`src/design/i2cee_pkg.sv`:
```
// Package for the serial EEPROM slave: payload structs, bus phases, register indexes.
// No dependencies.
package i2cee_pkg;

	localparam int STORE_ADDRESS_BITS_DEF = 13;

	typedef struct packed {
		logic [1:0]  cmd;
		logic [23:0] bus_address;
		logic [15:0] write_data;
	} in_item_t;

	typedef struct packed {
		logic [15:0] read_data;
		logic        dirty;
	} out_item_t;

	localparam logic [1:0] CMD_RD_BYTE = 2'd0;
	localparam logic [1:0] CMD_RD_WORD = 2'd1;
	localparam logic [1:0] CMD_WR_BYTE = 2'd2;
	localparam logic [1:0] CMD_WR_WORD = 2'd3;

	localparam logic [2:0] REG_CLK_ADR  = 3'd0;
	localparam logic [2:0] REG_DIN_ADR  = 3'd1;
	localparam logic [2:0] REG_DOUT_ADR = 3'd2;
	localparam logic [2:0] REG_BITS     = 3'd3;
	localparam logic [2:0] REG_MODE     = 3'd4;
	localparam logic [2:0] REG_SIZE     = 3'd5;
	localparam logic [2:0] REG_PAGE     = 3'd6;

	localparam logic [1:0] MODE_ADR7 = 2'd0;
	localparam logic [1:0] MODE_DEV2 = 2'd2;

	typedef enum logic [7:0] {
		PH_STANDBY   = 8'b0000_0001,
		PH_WAIT_STOP = 8'b0000_0010,
		PH_ADR7      = 8'b0000_0100,
		PH_DEVICE    = 8'b0000_1000,
		PH_ADR_HIGH  = 8'b0001_0000,
		PH_ADR_LOW   = 8'b0010_0000,
		PH_READ      = 8'b0100_0000,
		PH_WRITE     = 8'b1000_0000
	} phase_t;

	// Classified transaction handed from front to back.
	typedef struct packed {
		logic       is_rd;
		logic       rd_fixed;   // read answered with 0xFF
		logic       word_rd;
		logic       clk_set;    // write carries a new clock level
		logic       clk_val;
		logic       dat_set;
		logic       dat_val;
	} op_t;

	typedef struct packed {
		logic [23:0] clk_adr;
		logic [23:0] din_adr;
		logic [23:0] dout_adr;
		logic [8:0]  bits;
		logic [1:0]  mode;
		logic [15:0] chip_mask;
		logic [7:0]  page_mask;
	} cfg_t;

endpackage

```
`src/design/i2cee_front.sv`:
```
// Front end: accepts bus transactions, decodes line levels, queues classified ops.
// Depends on i2cee_pkg.
module i2cee_front
	import i2cee_pkg::*;
(
	input  logic     clk,
	input  logic     arst_n,
	input  cfg_t     cfg,
	input  logic     in_valid,
	output logic     in_stall,
	input  in_item_t in_data,
	output logic     op_valid,
	input  logic     op_take,
	output op_t      op
);
	localparam int QD = 2;

	op_t        q_q [QD];
	logic [1:0] cnt_q;
	logic       rp_q, wp_q;
	op_t        cls;
	logic       keep;
	logic [23:0] even;
	logic [2:0]  cb, db;
	logic        acc, pop;

	assign cb = cfg.bits[2:0];
	assign db = cfg.bits[5:3];
	assign even = {in_data.bus_address[23:1], 1'b0};

	always_comb begin
		cls = '0;
		keep = 1'b1;
		case (in_data.cmd)
			CMD_RD_BYTE: begin
				cls.is_rd = 1'b1;
				cls.rd_fixed = (in_data.bus_address != cfg.dout_adr);
			end
			CMD_RD_WORD: begin
				cls.is_rd = 1'b1;
				cls.word_rd = 1'b1;
			end
			CMD_WR_BYTE: begin
				cls.clk_set = (in_data.bus_address == cfg.clk_adr);
				cls.clk_val = in_data.write_data[cb];
				cls.dat_set = (in_data.bus_address == cfg.din_adr);
				cls.dat_val = in_data.write_data[db];
				keep = cls.clk_set | cls.dat_set;
			end
			default: begin
				if (even == cfg.clk_adr) begin
					cls.clk_set = 1'b1;
					cls.clk_val = in_data.write_data[{1'b1, cb}];
				end else if ({even[23:1], 1'b1} == cfg.clk_adr) begin
					cls.clk_set = 1'b1;
					cls.clk_val = in_data.write_data[{1'b0, cb}];
				end
				if (even == cfg.din_adr) begin
					cls.dat_set = 1'b1;
					cls.dat_val = in_data.write_data[{1'b1, db}];
				end else if ({even[23:1], 1'b1} == cfg.din_adr) begin
					cls.dat_set = 1'b1;
					cls.dat_val = in_data.write_data[{1'b0, db}];
				end
			end
		endcase
	end

	assign in_stall = (cnt_q == 2'(QD));
	assign acc = in_valid & ~in_stall & keep;
	assign op_valid = (cnt_q != 2'd0);
	assign op = q_q[rp_q];
	assign pop = op_valid & op_take;

	always_ff @(posedge clk) begin
		if (acc) begin
			q_q[wp_q] <= cls;
		end
	end

	always_ff @(posedge clk or negedge arst_n) begin
		if (!arst_n) begin
			cnt_q <= '0;
			rp_q  <= 1'b0;
			wp_q  <= 1'b0;
		end else begin
			if (acc) begin
				wp_q <= ~wp_q;
			end
			if (pop) begin
				rp_q <= ~rp_q;
			end
			cnt_q <= cnt_q + 2'(acc) - 2'(pop);
		end
	end
endmodule

```
`config.mk`:
```
export PLATFORM = sky130hd
export DESIGN_NAME = i2cee_front
export DESIGN_NICKNAME = d
export VERILOG_FILES = /design/src/design/i2cee_pkg.sv /design/src/design/i2cee_front.sv
export SDC_FILE = /design/constraint.sdc
export NUM_CORES = 1
export LEC_CHECK = 0
export BUFFER_PORTS_ARGS = -buffer_cell sky130_fd_sc_hd__buf_2
export CAP_MARGIN = 20
export CORE_ASPECT_RATIO = 1.1
export CORE_MARGIN = 10
export CORE_UTILIZATION = 41
export DETAILED_ROUTE_END_ITERATION = 12
export GPL_TIMING_DRIVEN = 0
export PLACE_DENSITY = 0.88
export SLEW_MARGIN = 10
export SYNTH_ARGS = -nofsm -noshare
export SYNTH_HDL_FRONTEND = slang
export SYNTH_SLANG_ARGS = --single-unit
```
`constraint.sdc`:
```
create_clock -name clk -period 5.24 [get_ports clk]
set_input_delay 0.262 -clock clk [delete_from_list [all_inputs] [get_ports clk]]
set_output_delay 0.262 -clock clk [all_outputs]
set_load 0.02 [all_outputs]
```
==> flow_metrics.py <==
metrics = {
    "setup_path": {
        "critical_path.top_delay_family": "simple AND/OR/NAND/NOR gates",
        "crit_arrival_ps": 2500,
        "critPathMostFrequentCell": "xnor2_1",
        "crit_slowest_cell": "nor4_2",
        "cp-start-kind": "primary input",
        "cp-end-kind": "flip-flop",
        "r2r_end": "cnt_q[1]",
        "reg2reg_setup_slack_ps": 3500,
        "worst_ep_required_time_ps": 5430,
        "cp_max_fo": 4,
        "reg2reg_depth": 7,
        "cp_cell_sequence": "buf_2 -> xnor2_1 -> nand4_1 -> nor4_2 -> nand3_1 -> a211o_1 -> ha_1 -> inv_1 -> ha_1 -> xnor2_1 -> xnor2_1",
        "critical_path.max_stage_delay_ps": 430,
        "rr_startpoint": "cnt_q[1]",
        "path_buf_inv": 2,
        "setup.worst_path.class": "primary input to flip-flop",
    },
    "pwr": {
        "power_density_nw_per_um2": 242,
        "power.leakage_nw": 1.12,
        "ir_worst_vdd_v": 0.000116,
        "report.power.total_mw": 0.632,
    },
    "clock_tree": {
        "cts_tree": "yes",
        "cts_root_buffer": "clkbuf_8",
        "cts_resized": 0,
        "postCtsSetupBuffers": 0,
        "htreeDepth": 1,
        "clock_path_buffers": 2,
        "path_clk_slew_ps": 60,
        "cts_num_sinks": 18,
        "cts_buffers": 3,
        "clock_latency_ps": 260,
    },
    "route": {
        "postRouteAntennaNets": 0,
        "wirelength_mm": 6.22,
        "drtIter0Drc": 73,
        "via_per_inst": 4.94,
        "firstDrtPassIters": 4,
        "remaining_drc_errors": 0,
        "vias": 1780,
        "routedWlPerCell_um": 17.3,
    },
    "status": {
        "status": "complete, no violations",
    },
    "logic_synthesis": {
        "synthCells": 169,
        "syn_nets": 324,
        "syn_area_um2": 1830,
        "synth_top_cell_area_share": 0.287,
        "yosysWarnings": 0,
        "ys_top_cells_by_area": "xnor2_1, edfxtp_1, mux4_2, xor2_1, dfrtp_1",
        "synth-seq-cells": 18,
        "synth_top_cell_by_area": "xnor2_1",
        "yosysSeqAreaShare": 0.284,
        "syn_area_per_cell_um2": 10.8,
        "ys_types": 30,
    },
    "sta": {
        "rsz0062_at_grt": "no",
        "worst-slew-pin-transition_ps": 595,
        "finalSetupViolCount": 0,
        "finalHoldViolCount": 0,
        "fin_crit_sh": 0.442,
        "clock-skew-final_ps": 2.83,
        "tns_ps": 0,
        "final-max-slew-violation-count": 0,
        "maxSlewHeadroom": 0.600,
        "max_freq_ghz": 0.432,
        "min_period_ps": 2310,
    },
    "hold_path": {
        "min_path_type": "primary input to async pin",
    },
    "cells_and_area": {
        "layout-drive-gt1-share": 0.503,
        "syn2layout_area_growth_pct": 42.8,
        "diodes": 0,
        "postLayoutCellArea_um2": 2620,
        "final_nets": 462,
    },
    "placed_design": {
        "port_buffers": 132,
        "hpwl_mm": 5.73,
        "place_congestion": 0.790,
        "place_area_um2": 2560,
    },
    "floorplanning": {
        "die_width_um": 83.7,
        "start_util": 0.424,
        "dieArea_um2": 7540,
        "die_y_um": 90.1,
        "core_um2": 4320,
        "num_rows": 25,
        "ios": 162,
    },
    "global_routing": {
        "grt_overflow": 0,
        "grt_max_degree": 11,
        "antenna_found_initial": 0,
        "grt_first_pass_wirelength_mm": 9.82,
        "grt_usage": 0.156,
        "grt_pass1_vias": 2164,
    },
    "job": {
        "maxCapViolCount": 0,
    },
}
cells in the final DEF, fill, tap and decap left out, types with 2 or more instances in the layout:
cell type | netlist | final
buf_2 | 0 | 132
xnor2_1 | 60 | 60
xor2_1 | 15 | 15
nand4_1 | 14 | 14
edfxtp_1 | 14 | 14
mux4_2 | 8 | 8
mux2_2 | 8 | 8
nor2_1 | 6 | 6
nor4_1 | 5 | 5
inv_1 | 4 | 4
dfrtp_1 | 4 | 4
nand2b_1 | 3 | 3
nand3_1 | 3 | 3
o21ai_0 | 3 | 3
clkbuf_8 | 0 | 3
nor2b_1 | 2 | 2
and2_1 | 2 | 2
nand2_1 | 2 | 2
mux2i_1 | 2 | 2
ha_1 | 2 | 2
kinds of logic after synthesis:
family | synth area share
multiplexers | 0.158
adder cells (fa/ha/maj) | 0.0137
buffers and inverters | 0.0102
flip-flops | 0.284
XOR/XNOR | 0.367
AND/OR/NAND/NOR | 0.133
AO/OA/AOI/OAI | 0.0335
registers in the layout (all words and copies together), names as in the netlist:
name,flops
wp_q,1
rp_q,1
q_q,14
cnt_q,2
what timing repair did:
action / CTS / global route
hold buffers: 1 / 0
endpoints found under the hold margin: 4 / 0
setup endpoints to repair: 0 / 0
metal layers:
metal  vias to the layer above  wire, µm  track usage
li1                        890         -            -
met5                         -         0            0
met4                         0       119       0.0447
met3                        10       431       0.0442
met1                       808      2190        0.148
met2                        72      3480        0.311
cell usage after synthesis:
| cell | n |
|---|---|
| o21a_1 | 1 |
| dfrtp_1 | 4 |
| and2_1 | 2 |
| nand2_1 | 2 |
| a311oi_1 | 1 |
| edfxtp_1 | 14 |
| mux4_2 | 8 |
| o21ai_0 | 3 |
| a21oi_1 | 1 |
| mux2i_1 | 2 |
| nor4_2 | 1 |
| inv_1 | 4 |
| xnor2_1 | 60 |
| a41oi_1 | 1 |
| nor3b_1 | 1 |
| nor2_1 | 6 |
| nor2b_1 | 2 |
| xor2_1 | 15 |
| clkbuf_1 | 1 |
| nand3_1 | 3 |
| nor4b_1 | 1 |
| a211o_1 | 1 |
| nand2b_1 | 3 |
| or2_2 | 1 |
| a22oi_1 | 1 |
| nand4_1 | 14 |
| xnor2_2 | 1 |
| nor4_1 | 5 |
| mux2_2 | 8 |
| ha_1 | 2 |
worst max-delay path by stage:
stage	startpoint	end	depth (start not counted)
after floorplan	cfg[85]	cnt_q[1]	10
after global placement	in_data[26]	cnt_q[1]	11
after detailed placement	in_data[26]	cnt_q[1]	11
after CTS	in_data[26]	cnt_q[1]	11
after global routing	in_data[26]	q_q[1][0]	7
final	in_data[26]	cnt_q[1]	11
power by group:
group	switching (mW)	total, mW	internal, mW
combinational	0.163	0.324	0.161
clock	0.0463	0.0985	0.0522
sequential	0.0166	0.210	0.194
final cells by class:
| type | count | area, µm² |
|---|---|---|
| plain buffers | 1 | 3.75 |
| clock buffers | 3 | 41.3 |
| clock inverters | 1 | 3.75 |
| fillers | 373 | 1700 |
| inverters | 4 | 15.0 |
| multi-input cells | 146 | 1290 |
| flip-flops and latches | 18 | 520 |
| well taps | 54 | 67.6 |
| repair buffers | 133 | 671 |
metrics by stage:
stage | instances | setup slack [ps] | util | hold WS (ps)
after floorplan | 169 | 3070 | - | -33.6
after detailed placement | 355 | 2600 | 0.593 | 75.2
after global placement | 355 | 2650 | 0.593 | 69.6
after global routing | 360 | 2740 | 0.606 | 344
final | 360 | 2930 | 0.606 | 334
after CTS | 360 | 2880 | 0.606 | 330
(Power assumes the default switching activity.)
